===== src/design/det_pkg.sv =====
`timescale 1ns / 1ps
package det_pkg;

    // Field and store widths
    localparam int VERT_W  = 6;
    localparam int EDGE_W  = 7;
    localparam int CNT_W   = 7;
    localparam int CFG_W   = 7;
    localparam int CFG_IDX_W = 2;

    // Defaults for the top-level parameters
    localparam int DEF_MAX_VERTICES = 64;
    localparam int DEF_MAX_EDGES    = 63;

    // Marker for a vertex with no unused edge left
    localparam logic [EDGE_W-1:0] LIST_EMPTY = 7'h7F;

    // Configuration register indexes
    typedef enum logic [CFG_IDX_W-1:0] {
        CFG_VERTEX_COUNT = 2'd0,
        CFG_START_VERTEX = 2'd1,
        CFG_END_VERTEX   = 2'd2
    } cfg_idx_t;

    // Commands from the controller to the datapath
    typedef struct packed {
        logic capture;
        logic add_edge;
        logic bal_start;
        logic bal_read;
        logic bal_next;
        logic walk_init;
        logic top_read;
        logic retire;
        logic edge_read;
        logic pop_load;
        logic push;
        logic emit_start;
        logic emit_read;
        logic emit_load;
        logic fail_load;
        logic clear;
    } det_cmd_t;

    // Status from the datapath to the controller
    typedef struct packed {
        logic last_item;
        logic pre_bad;
        logic bal_ok;
        logic bal_last;
        logic top_empty;
        logic sp_one;
        logic len_ok;
        logic out_free;
        logic idx_zero;
    } det_sts_t;

endpackage


===== src/design/det_ctrl.sv =====
`timescale 1ns / 1ps
module det_ctrl (
    input  logic             aclk,
    input  logic             aresetn,
    input  logic             s_tvalid,
    output logic             s_tready,
    input  det_pkg::det_sts_t sts,
    output det_pkg::det_cmd_t cmd
);

    typedef enum logic [14:0] {
        S_IDLE      = 15'b000000000000001,
        S_LOAD      = 15'b000000000000010,
        S_CHECK     = 15'b000000000000100,
        S_BAL_RD    = 15'b000000000001000,
        S_BAL_CMP   = 15'b000000000010000,
        S_WALK_INIT = 15'b000000000100000,
        S_TOP_RD    = 15'b000000001000000,
        S_TOP_DEC   = 15'b000000010000000,
        S_EDGE      = 15'b000000100000000,
        S_POP       = 15'b000001000000000,
        S_LEN_CHK   = 15'b000010000000000,
        S_EMIT_RD   = 15'b000100000000000,
        S_EMIT_LD   = 15'b001000000000000,
        S_FAIL      = 15'b010000000000000,
        S_CLEAR     = 15'b100000000000000
    } state_t;

    state_t state_reg;
    state_t state_next;

    assign s_tready = (state_reg == S_IDLE);

    // Next state and command decode
    always_comb begin
        state_next = state_reg;
        cmd        = '0;
        case (state_reg)
            S_IDLE: begin
                if (s_tvalid) begin
                    cmd.capture = 1'b1;
                    state_next  = S_LOAD;
                end
            end
            S_LOAD: begin
                cmd.add_edge = 1'b1;
                state_next   = sts.last_item ? S_CHECK : S_IDLE;
            end
            S_CHECK: begin
                if (sts.pre_bad) begin
                    state_next = S_FAIL;
                end else begin
                    cmd.bal_start = 1'b1;
                    state_next    = S_BAL_RD;
                end
            end
            S_BAL_RD: begin
                cmd.bal_read = 1'b1;
                state_next   = S_BAL_CMP;
            end
            S_BAL_CMP: begin
                if (!sts.bal_ok) begin
                    state_next = S_FAIL;
                end else if (sts.bal_last) begin
                    state_next = S_WALK_INIT;
                end else begin
                    cmd.bal_next = 1'b1;
                    state_next   = S_BAL_RD;
                end
            end
            S_WALK_INIT: begin
                cmd.walk_init = 1'b1;
                state_next    = S_TOP_RD;
            end
            S_TOP_RD: begin
                cmd.top_read = 1'b1;
                state_next   = S_TOP_DEC;
            end
            S_TOP_DEC: begin
                if (sts.top_empty) begin
                    cmd.retire = 1'b1;
                    state_next = sts.sp_one ? S_LEN_CHK : S_POP;
                end else begin
                    cmd.edge_read = 1'b1;
                    state_next    = S_EDGE;
                end
            end
            S_EDGE: begin
                cmd.push   = 1'b1;
                state_next = S_TOP_RD;
            end
            S_POP: begin
                cmd.pop_load = 1'b1;
                state_next   = S_TOP_RD;
            end
            S_LEN_CHK: begin
                if (sts.len_ok) begin
                    cmd.emit_start = 1'b1;
                    state_next     = S_EMIT_RD;
                end else begin
                    state_next = S_FAIL;
                end
            end
            S_EMIT_RD: begin
                cmd.emit_read = 1'b1;
                state_next    = S_EMIT_LD;
            end
            S_EMIT_LD: begin
                if (sts.out_free) begin
                    cmd.emit_load = 1'b1;
                    state_next    = sts.idx_zero ? S_CLEAR : S_EMIT_RD;
                end
            end
            S_FAIL: begin
                if (sts.out_free) begin
                    cmd.fail_load = 1'b1;
                    state_next    = S_CLEAR;
                end
            end
            S_CLEAR: begin
                cmd.clear  = 1'b1;
                state_next = S_IDLE;
            end
            default: begin
                state_next = S_IDLE;
            end
        endcase
    end

    // State register
    always_ff @(posedge aclk) begin
        if (!aresetn) begin
            state_reg <= S_IDLE;
        end else begin
            state_reg <= state_next;
        end
    end

endmodule


===== src/design/det_dp.sv =====
`timescale 1ns / 1ps
module det_dp #(
    parameter int MAX_VERTICES = det_pkg::DEF_MAX_VERTICES,
    parameter int MAX_EDGES    = det_pkg::DEF_MAX_EDGES
) (
    input  logic                          aclk,
    input  logic                          aresetn,
    input  logic                          cfg_we,
    input  logic [det_pkg::CFG_IDX_W-1:0] cfg_index,
    input  logic [det_pkg::CFG_W-1:0]     cfg_data,
    input  logic [15:0]                   s_tdata,
    input  logic                          s_tuser,
    input  logic                          s_tlast,
    output logic                          m_tvalid,
    input  logic                          m_tready,
    output logic [7:0]                    m_tdata,
    output logic                          m_tuser,
    output logic                          m_tlast,
    input  det_pkg::det_cmd_t             cmd,
    output det_pkg::det_sts_t             sts
);

    localparam int VAW    = $clog2(MAX_VERTICES);
    localparam int EAW    = (MAX_EDGES > 1) ? $clog2(MAX_EDGES) : 1;
    localparam int SDEPTH = MAX_EDGES + 1;
    localparam int SAW    = $clog2(SDEPTH);
    localparam int VW     = det_pkg::VERT_W;
    localparam int EW     = det_pkg::EDGE_W;
    localparam int CW     = det_pkg::CNT_W;
    localparam logic [CW-1:0] NV = CW'(MAX_VERTICES);
    localparam logic [CW-1:0] NE = CW'(MAX_EDGES);
    localparam logic [CW-1:0] ND = CW'(SDEPTH);

    // Configuration registers
    logic [CW-1:0] vcount_reg;
    logic [VW-1:0] start_reg;
    logic [VW-1:0] end_reg;

    always_ff @(posedge aclk) begin
        if (!aresetn) begin
            vcount_reg <= CW'(1);
            start_reg  <= '0;
            end_reg    <= '0;
        end else if (cfg_we) begin
            case (cfg_index)
                det_pkg::CFG_VERTEX_COUNT: vcount_reg <= cfg_data[CW-1:0];
                det_pkg::CFG_START_VERTEX: start_reg  <= cfg_data[VW-1:0];
                det_pkg::CFG_END_VERTEX:   end_reg    <= cfg_data[VW-1:0];
                default: ;
            endcase
        end
    end

    // Active vertex count, clamped to 1..MAX_VERTICES
    logic [CW-1:0] n_act;
    assign n_act = (vcount_reg == '0) ? CW'(1) : ((vcount_reg > NV) ? NV : vcount_reg);

    // Captured input item
    logic [VW-1:0] from_reg;
    logic [VW-1:0] to_reg;
    logic          has_reg;
    logic          last_reg;

    always_ff @(posedge aclk) begin
        if (cmd.capture) begin
            from_reg <= s_tdata[VW-1:0];
            to_reg   <= s_tdata[2*VW-1:VW];
            has_reg  <= s_tuser;
            last_reg <= s_tlast;
        end
    end

    // Walk and emit registers
    logic [CW-1:0] edge_total_reg;
    logic          fault_reg;
    logic [CW-1:0] u_reg;
    logic [VW-1:0] top_reg;
    logic [CW-1:0] sp_reg;
    logic [CW-1:0] len_reg;
    logic [CW-1:0] idx_reg;

    // Per-vertex entry valid bits; an invalid entry reads as empty or zero
    logic [MAX_VERTICES-1:0] lt_vld_reg;
    logic [MAX_VERTICES-1:0] in_vld_reg;
    logic [MAX_VERTICES-1:0] out_vld_reg;

    // Memory read data
    logic [EW-1:0] lt_rd;
    logic [CW-1:0] in_rd;
    logic [CW-1:0] out_rd;
    logic [VW-1:0] head_rd;
    logic [EW-1:0] next_rd;
    logic [VW-1:0] stack_rd;
    logic [VW-1:0] trail_rd;

    logic [VAW-1:0] from_a;
    logic [VAW-1:0] to_a;
    logic [VAW-1:0] u_a;
    logic [VAW-1:0] top_a;
    assign from_a = from_reg[VAW-1:0];
    assign to_a   = to_reg[VAW-1:0];
    assign u_a    = u_reg[VAW-1:0];
    assign top_a  = top_reg[VAW-1:0];

    // Edge add decision
    logic          edge_bad;
    logic          edge_wr;
    logic [EW-1:0] lt_old;
    logic [CW-1:0] in_new;
    logic [CW-1:0] out_new;
    assign edge_bad = ({1'b0, from_reg} >= n_act) || ({1'b0, to_reg} >= n_act)
                      || (edge_total_reg >= NE);
    assign edge_wr  = cmd.add_edge && has_reg && !edge_bad;
    assign lt_old   = lt_vld_reg[from_a] ? lt_rd : det_pkg::LIST_EMPTY;
    assign in_new   = (in_vld_reg[to_a] ? in_rd : '0) + CW'(1);
    assign out_new  = (out_vld_reg[from_a] ? out_rd : '0) + CW'(1);

    // Current list head of the vertex on top of the stack
    logic [EW-1:0] cur_e;
    logic          top_empty;
    assign cur_e     = lt_vld_reg[top_a] ? lt_rd : det_pkg::LIST_EMPTY;
    assign top_empty = (cur_e >= NE);

    // Read address selection
    logic [VAW-1:0] lt_ra;
    logic [VAW-1:0] cnt_in_ra;
    logic [VAW-1:0] cnt_out_ra;
    logic [CW-1:0]  sp_m2;
    assign lt_ra      = cmd.capture ? s_tdata[VAW-1:0] : top_a;
    assign cnt_in_ra  = cmd.capture ? s_tdata[VW+VAW-1:VW] : u_a;
    assign cnt_out_ra = cmd.capture ? s_tdata[VAW-1:0] : u_a;
    assign sp_m2      = sp_reg - CW'(2);

    // Edge store: head vertex and next edge of the same tail
    logic [VW-1:0] edge_head_mem [0:MAX_EDGES-1];
    logic [EW-1:0] edge_next_mem [0:MAX_EDGES-1];

    always_ff @(posedge aclk) begin
        if (edge_wr) begin
            edge_head_mem[edge_total_reg[EAW-1:0]] <= to_reg;
            edge_next_mem[edge_total_reg[EAW-1:0]] <= lt_old;
        end
        if (cmd.edge_read) begin
            head_rd <= edge_head_mem[cur_e[EAW-1:0]];
            next_rd <= edge_next_mem[cur_e[EAW-1:0]];
        end
    end

    // Newest unused edge per vertex
    logic [EW-1:0] list_top_mem [0:MAX_VERTICES-1];

    always_ff @(posedge aclk) begin
        if (edge_wr) begin
            list_top_mem[from_a] <= edge_total_reg;
        end else if (cmd.push) begin
            list_top_mem[top_a] <= next_rd;
        end
        if (cmd.capture || cmd.top_read) begin
            lt_rd <= list_top_mem[lt_ra];
        end
    end

    // Degree counts
    logic [CW-1:0] in_count_mem  [0:MAX_VERTICES-1];
    logic [CW-1:0] out_count_mem [0:MAX_VERTICES-1];

    always_ff @(posedge aclk) begin
        if (edge_wr) begin
            in_count_mem[to_a]    <= in_new;
            out_count_mem[from_a] <= out_new;
        end
        if (cmd.capture || cmd.bal_read) begin
            in_rd  <= in_count_mem[cnt_in_ra];
            out_rd <= out_count_mem[cnt_out_ra];
        end
    end

    // Walk stack; top of stack is also held in top_reg
    logic [VW-1:0] walk_stack_mem [0:SDEPTH-1];

    always_ff @(posedge aclk) begin
        if (cmd.walk_init) begin
            walk_stack_mem[0] <= start_reg;
        end else if (cmd.push) begin
            walk_stack_mem[sp_reg[SAW-1:0]] <= head_rd;
        end
        if (cmd.retire) begin
            stack_rd <= walk_stack_mem[sp_m2[SAW-1:0]];
        end
    end

    // Trail in retire order (reverse of the output order)
    logic [VW-1:0] trail_mem [0:SDEPTH-1];

    always_ff @(posedge aclk) begin
        if (cmd.retire) begin
            trail_mem[len_reg[SAW-1:0]] <= top_reg;
        end
        if (cmd.emit_read) begin
            trail_rd <= trail_mem[idx_reg[SAW-1:0]];
        end
    end

    // Graph bookkeeping and valid bits
    always_ff @(posedge aclk) begin
        if (!aresetn || cmd.clear) begin
            edge_total_reg <= '0;
            fault_reg      <= 1'b0;
            lt_vld_reg     <= '0;
            in_vld_reg     <= '0;
            out_vld_reg    <= '0;
        end else if (cmd.add_edge && has_reg) begin
            if (edge_bad) begin
                fault_reg <= 1'b1;
            end else begin
                edge_total_reg     <= edge_total_reg + CW'(1);
                lt_vld_reg[from_a] <= 1'b1;
                in_vld_reg[to_a]   <= 1'b1;
                out_vld_reg[from_a] <= 1'b1;
            end
        end
    end

    // Balance scan counter
    always_ff @(posedge aclk) begin
        if (cmd.bal_start) begin
            u_reg <= '0;
        end else if (cmd.bal_next) begin
            u_reg <= u_reg + CW'(1);
        end
    end

    // Balance compare: in + [u == start] versus out + [u == end]
    logic [CW:0] bal_lhs;
    logic [CW:0] bal_rhs;
    assign bal_lhs = {1'b0, (in_vld_reg[u_a] ? in_rd : '0)}
                     + (CW+1)'(u_reg == {1'b0, start_reg});
    assign bal_rhs = {1'b0, (out_vld_reg[u_a] ? out_rd : '0)}
                     + (CW+1)'(u_reg == {1'b0, end_reg});

    // Stack walk registers
    always_ff @(posedge aclk) begin
        if (cmd.walk_init) begin
            top_reg <= start_reg;
            sp_reg  <= CW'(1);
            len_reg <= '0;
        end else if (cmd.retire) begin
            len_reg <= len_reg + CW'(1);
            sp_reg  <= sp_reg - CW'(1);
        end else if (cmd.pop_load) begin
            top_reg <= stack_rd;
        end else if (cmd.push) begin
            top_reg <= head_rd;
            sp_reg  <= sp_reg + CW'(1);
        end
    end

    // Emit index, counts down to the first retired vertex
    always_ff @(posedge aclk) begin
        if (cmd.emit_start) begin
            idx_reg <= len_reg - CW'(1);
        end else if (cmd.emit_load) begin
            idx_reg <= idx_reg - CW'(1);
        end
    end

    // Output register
    logic          m_tvalid_reg;
    logic [VW-1:0] m_vert_reg;
    logic          m_tuser_reg;
    logic          m_tlast_reg;

    always_ff @(posedge aclk) begin
        if (!aresetn) begin
            m_tvalid_reg <= 1'b0;
        end else if (cmd.emit_load || cmd.fail_load) begin
            m_tvalid_reg <= 1'b1;
        end else if (m_tready) begin
            m_tvalid_reg <= 1'b0;
        end
    end

    always_ff @(posedge aclk) begin
        if (cmd.emit_load) begin
            m_vert_reg  <= trail_rd;
            m_tuser_reg <= 1'b0;
            m_tlast_reg <= (idx_reg == '0);
        end else if (cmd.fail_load) begin
            m_vert_reg  <= '0;
            m_tuser_reg <= 1'b1;
            m_tlast_reg <= 1'b1;
        end
    end

    assign m_tvalid = m_tvalid_reg;
    assign m_tdata  = {{(8-VW){1'b0}}, m_vert_reg};
    assign m_tuser  = m_tuser_reg;
    assign m_tlast  = m_tlast_reg;

    // Status to the controller
    assign sts.last_item = last_reg;
    assign sts.pre_bad   = fault_reg || ({1'b0, start_reg} >= n_act)
                           || ({1'b0, end_reg} >= n_act);
    assign sts.bal_ok    = (bal_lhs == bal_rhs);
    assign sts.bal_last  = (u_reg == n_act - CW'(1));
    assign sts.top_empty = top_empty;
    assign sts.sp_one    = (sp_reg == CW'(1));
    assign sts.len_ok    = (len_reg == edge_total_reg + CW'(1));
    assign sts.out_free  = !m_tvalid_reg || m_tready;
    assign sts.idx_zero  = (idx_reg == '0);

    // Checks
    a_push_room: assert property (@(posedge aclk) disable iff (!aresetn)
        cmd.push |-> (sp_reg < ND))
        else $error("walk stack overflow");

    a_trail_room: assert property (@(posedge aclk) disable iff (!aresetn)
        cmd.retire |-> (len_reg < ND))
        else $error("trail store overflow");

    a_fail_form: assert property (@(posedge aclk) disable iff (!aresetn)
        (m_tvalid && m_tuser) |-> (m_tlast && (m_tdata == '0)))
        else $error("impossible result not a lone zero result");

    a_out_slot: assert property (@(posedge aclk) disable iff (!aresetn)
        (cmd.emit_load || cmd.fail_load) |-> (!m_tvalid_reg || m_tready))
        else $error("result loaded over a pending transfer");

    a_edge_bound: assert property (@(posedge aclk) disable iff (!aresetn)
        edge_total_reg <= NE)
        else $error("edge count beyond store depth");

endmodule


===== src/design/directed_euler_trail.sv =====
`timescale 1ns / 1ps
// Directed Eulerian trail finder. Each input transfer carries one edge
// (s_tuser high), captured in S_IDLE and stored in S_LOAD; s_tlast starts
// the search on the edges stored so far. The search first scans the degree
// balance over the V active vertices (S_BAL_RD, S_BAL_CMP per vertex), then
// walks the stack (each edge step reads the list head, then the edge store,
// both single-port memories with registered reads), then loads each result
// into the output register, waiting while it is still held. A failed check
// gives a single result with m_tuser high. Stores are cleared after each graph.
module directed_euler_trail #(
    parameter int MAX_VERTICES = det_pkg::DEF_MAX_VERTICES,
    parameter int MAX_EDGES    = det_pkg::DEF_MAX_EDGES
) (
    input  logic                          aclk,
    input  logic                          aresetn,
    // configuration writes
    input  logic                          cfg_we,
    input  logic [det_pkg::CFG_IDX_W-1:0] cfg_index,
    input  logic [det_pkg::CFG_W-1:0]     cfg_data,
    // edge input
    input  logic                          s_tvalid,
    output logic                          s_tready,
    input  logic [15:0]                   s_tdata,  // from_vertex[5:0], to_vertex[11:6]
    input  logic                          s_tuser,  // has_edge
    input  logic                          s_tlast,  // last_edge
    // trail output
    output logic                          m_tvalid,
    input  logic                          m_tready,
    output logic [7:0]                    m_tdata,  // trail_vertex[5:0]
    output logic                          m_tuser,  // impossible
    output logic                          m_tlast   // last_result
);

    det_pkg::det_cmd_t cmd;
    det_pkg::det_sts_t sts;

    det_ctrl u_ctrl (
        .aclk     (aclk),
        .aresetn  (aresetn),
        .s_tvalid (s_tvalid),
        .s_tready (s_tready),
        .sts      (sts),
        .cmd      (cmd)
    );

    det_dp #(
        .MAX_VERTICES (MAX_VERTICES),
        .MAX_EDGES    (MAX_EDGES)
    ) u_dp (
        .aclk      (aclk),
        .aresetn   (aresetn),
        .cfg_we    (cfg_we),
        .cfg_index (cfg_index),
        .cfg_data  (cfg_data),
        .s_tdata   (s_tdata),
        .s_tuser   (s_tuser),
        .s_tlast   (s_tlast),
        .m_tvalid  (m_tvalid),
        .m_tready  (m_tready),
        .m_tdata   (m_tdata),
        .m_tuser   (m_tuser),
        .m_tlast   (m_tlast),
        .cmd       (cmd),
        .sts       (sts)
    );

endmodule

===== config.mk =====
export PLATFORM = sky130hd
export DESIGN_NAME = directed_euler_trail
export DESIGN_NICKNAME = d
export VERILOG_FILES = /design/src/design/det_pkg.sv /design/src/design/det_ctrl.sv /design/src/design/det_dp.sv /design/src/design/directed_euler_trail.sv
export SDC_FILE = /design/constraint.sdc
export NUM_CORES = 2
export LEC_CHECK = 0
export BUFFER_PORTS_ARGS = -buffer_cell sky130_fd_sc_hd__clkbuf_2
export CAP_MARGIN = 20
export CORE_MARGIN = 3
export CORE_UTILIZATION = 31
export DETAILED_ROUTE_END_ITERATION = 6
export GPL_ROUTABILITY_DRIVEN = 0
export PLACE_DENSITY = 0.42
export SETUP_SLACK_MARGIN = 0.3
export SLEW_MARGIN = 20
export SYNTH_ARGS = -nofsm -noshare
export SYNTH_HDL_FRONTEND = slang
export SYNTH_SLANG_ARGS = --single-unit

===== constraint.sdc =====
create_clock -name aclk -period 21.7 [get_ports aclk]
set_input_delay 5.425 -clock aclk [delete_from_list [all_inputs] [get_ports aclk]]
set_output_delay 5.425 -clock aclk [all_outputs]
set_load 0.02 [all_outputs]

==> results.sh <==
export IMPL_syn_area_sq_mm=0.133
export IMPL_power_switching_mw=3.20
export IMPL_fin_crit_sh=0.431
export IMPL_yosys_register_bits=3268
export IMPL_syn_inst=9379
export IMPL_worst_ep_arrival_time_ps=10170
export IMPL_cts_tree="done"
export IMPL_die_area_sq_mm=0.436
export IMPL_cts_root_buffer="clkbuf_16"
export IMPL_yosys_warnings=0
export IMPL_post_drt_wl_per_cell_microns=25.4
export IMPL_startpoint_type="input port"
export IMPL_rsz0062_at_grt="false"
export IMPL_antenna_left=0
export IMPL_end_kind="flop"
export IMPL_start_util=0.312
export IMPL_maxCapViolCount=0
export IMPL_synth_top_area_cell="edfxtp_1"
export IMPL_numCtsBuffers=355
export IMPL_die_w_microns=660
export IMPL_clk_latency_ps=960
export IMPL_port_buffers=37
export IMPL_synth_edf_count=3011
export IMPL_hold_viol_final=0
export IMPL_whs_ps=486
export IMPL_finalCriticalPeriod_ps=9360
export IMPL_vias=79100
export IMPL_final_nets=9559
export IMPL_clk_pin_slew_worst_paths_ps=60
export IMPL_ys_async_sr_fraction=0
export IMPL_yosysUniqueCellTypes=80
export IMPL_total_leakage_power_nw=50.3
export IMPL_grt_pass1_vias=78800
export IMPL_dp_hpwl_mm=237
export IMPL_worst_endpoint_required_ps=22510
export IMPL_hold_path_class="reg -> reg"
export IMPL_coreArea_sq_mm=0.425
export IMPL_drt_first_pass_iters=6
export IMPL_synth_area_leaders="edfxtp_1 (68%), mux4_2 (4.8%), nand2_1 (4.4%)"
export IMPL_clockBufferDepth=4
export IMPL_route_detailed_drc=0
export IMPL_clock_skew_ps=40.0
export IMPL_grt_ovfl_total=0
export IMPL_power_density_mw_per_mm2=90.6
export IMPL_first_iter_violations=6788
export IMPL_tns_ps=0
export IMPL_drt_total_wl_mm=392
export IMPL_p_clk_frac=0.432
export IMPL_numClockSinks=3268
export IMPL_crit_type="in -> reg"
export IMPL_fill_cells=40600
export IMPL_outcome="finished clean"
export IMPL_syn_avg_cell_area_sq_um=14.2
export IMPL_fmaxAchievable_mhz=107
export IMPL_ir_drop_mv=0.0536
export IMPL_antenna_found_initial=23
export IMPL_setup_viol=0
export IMPL_seqPwrFrac=0.502
export IMPL_viasPerCell=5.12
export IMPL_drive_above_1_share=0.142
export IMPL_grt_start_max_net_pins=168
export IMPL_grt_pass1_wl_mm=567
export IMPL_postCtsSetupBuffers=0
export IMPL_track_usage=0.175
export IMPL_ctsResizeCount=0
export IMPL_reg_top3="u_dp.in_count_mem x448, u_dp.list_top_mem x448, u_dp.out_count_mem x448"
export IMPL_power_frac_comb=0.066
export IMPL_cp_max_fo=86
export IMPL_seq_area_frac_synth=0.720
export IMPL_synth_ff_type="edfxtp_1"
export IMPL_drv_slew=0
export IMPL_slew_headroom=0.212
export IMPL_area_growth_pct=14.6
export IMPL_hold_buffers=0
export IMPL_io_pins=44
export IMPL_rows=239
export IMPL_die_h_microns=660
export IMPL_p_sw_frac=0.232
export IMPL_worst_pin_slew_ps=1180
export IMPL_cts_htree_levels=5
export IMPL_synth_top_area_share=0.681
export IMPL_p_int_mw=10.6
## per-stage QoR
step | worst slack (ps) | std cells | power (mW) | area (sq um) | utilization
final | 12340 | 15400 | 13.8 | 152000 | 0.358
after global routing | 12160 | 15400 | 14.3 | 152000 | 0.358
after CTS | 12460 | 15400 | 14.0 | 152000 | 0.358
after detailed placement | 11420 | 14800 | 7.97 | 141000 | 0.331
after global placement | 11430 | 14800 | 7.96 | 141000 | 0.331
after floorplan | 13690 | 9380 | 7.59 | 133000 | -
## power groups by stage
stage / Clock [mW] / Sequential (mW) / Combinational (mW)
after floorplan: 0 / 7.04 / 0.545
after detailed placement: 0 / 7.05 / 0.924
after global routing: 6.37 / 6.91 / 0.986
final: 5.95 / 6.92 / 0.911
after CTS: 6.11 / 6.91 / 0.926
after global placement: 0 / 7.05 / 0.916
## critical path, stage by stage
cell and delay (ps):
clkbuf_2 140, and3_1 190, nand2_1 450, mux2_8 820, buf_4 680, buf_4 650, nand2_1 100, and3_1 180
a311oi_1 300, a31oi_1 100, mux2_2 350, o22ai_1 360, a211o_1 190
## per-layer routing
layer | GRT usage | part of all wire | vias to the layer above
met5 | 0 | 0.000031 | -
met4 | 0.0397 | 0.022 | 2
met3 | 0.0251 | 0.049 | 512
met2 | 0.289 | 0.48 | 1984
met1 | 0.245 | 0.45 | 40800
li1 | - | - | 35800
## cell type report
cell class / count / area [sq um] / area share
flip-flops and latches: 3268 / 95600 / 0.629
inverters: 30 / 113 / 0.000741
well taps: 5663 / 7090 / 0.0466
multi-input cells: 5455 / 35100 / 0.231
clock inverters: 193 / 1840 / 0.0121
diodes: 10 / 25.0 / 0.000165
clock buffers: 453 / 9500 / 0.0625
repair buffers: 376 / 2800 / 0.0184
## worst paths after layout
check,slack [ps],end,depth (start not counted),startpoint
worst max-delay path,12340,u_dp.lt_rd[3]$_DFFE_PP_,13,s_tvalid
worst max register to register,15010,u_dp.head_rd[2]$_DFFE_PP_,12,u_dp.top_a[0]$_DFFE_PP_
worst min-delay path,490,u_dp.fault_reg$_SDFFE_PP0P_,2,u_dp.fault_reg$_SDFFE_PP0P_
worst min register to register,490,u_dp.fault_reg$_SDFFE_PP0P_,2,u_dp.fault_reg$_SDFFE_PP0P_
## kinds of logic after synthesis
family	after synthesis	share of synthesized area
XOR/XNOR	84	0.00554
adder cells (fa/ha/maj)	41	0.00387
other	1	0.0000283
AND/OR/NAND/NOR	3546	0.117
buffers and inverters	657	0.0193
multiplexers	603	0.0731
AO/OA/AOI/OAI	1179	0.0609
flip-flops	3268	0.720
## cells in the final DEF, fill, tap and decap left out, types with 68 or more instances in the layout
master / instances
mux4_2: 285
nand3_1: 444
clkinv_1: 70
mux2i_1: 229
and3_1: 200
nand2_1: 1527
clkbuf_16: 362
o22ai_1: 82
dfxtp_1: 252
clkbuf_1: 81
a311oi_1: 144
edfxtp_1: 3011
a31oi_1: 173
mux2_2: 83
nor3_1: 205
buf_4: 331
a211oi_1: 68
a22oi_1: 111
o21ai_0: 129
a21oi_1: 181
nor2_1: 812
## synth_stat cells (36+ instances only)
cell,number
a211oi_1,68
a21oi_1,183
a22oi_1,111
a311oi_1,144
a31oi_1,173
and3_1,201
buf_1,108
clkbuf_1,474
dfxtp_1,257
edfxtp_1,3011
ha_1,41
mux2_2,85
mux2i_1,233
mux4_2,285
nand2_1,1545
nand3_1,445
nor2_1,840
nor2b_1,37
nor3_1,224
o211ai_1,59
o21ai_0,131
o221ai_1,41
o22ai_1,82
or3_1,43
xnor2_1,36
xor2_1,48
(Power assumes the default switching activity.)
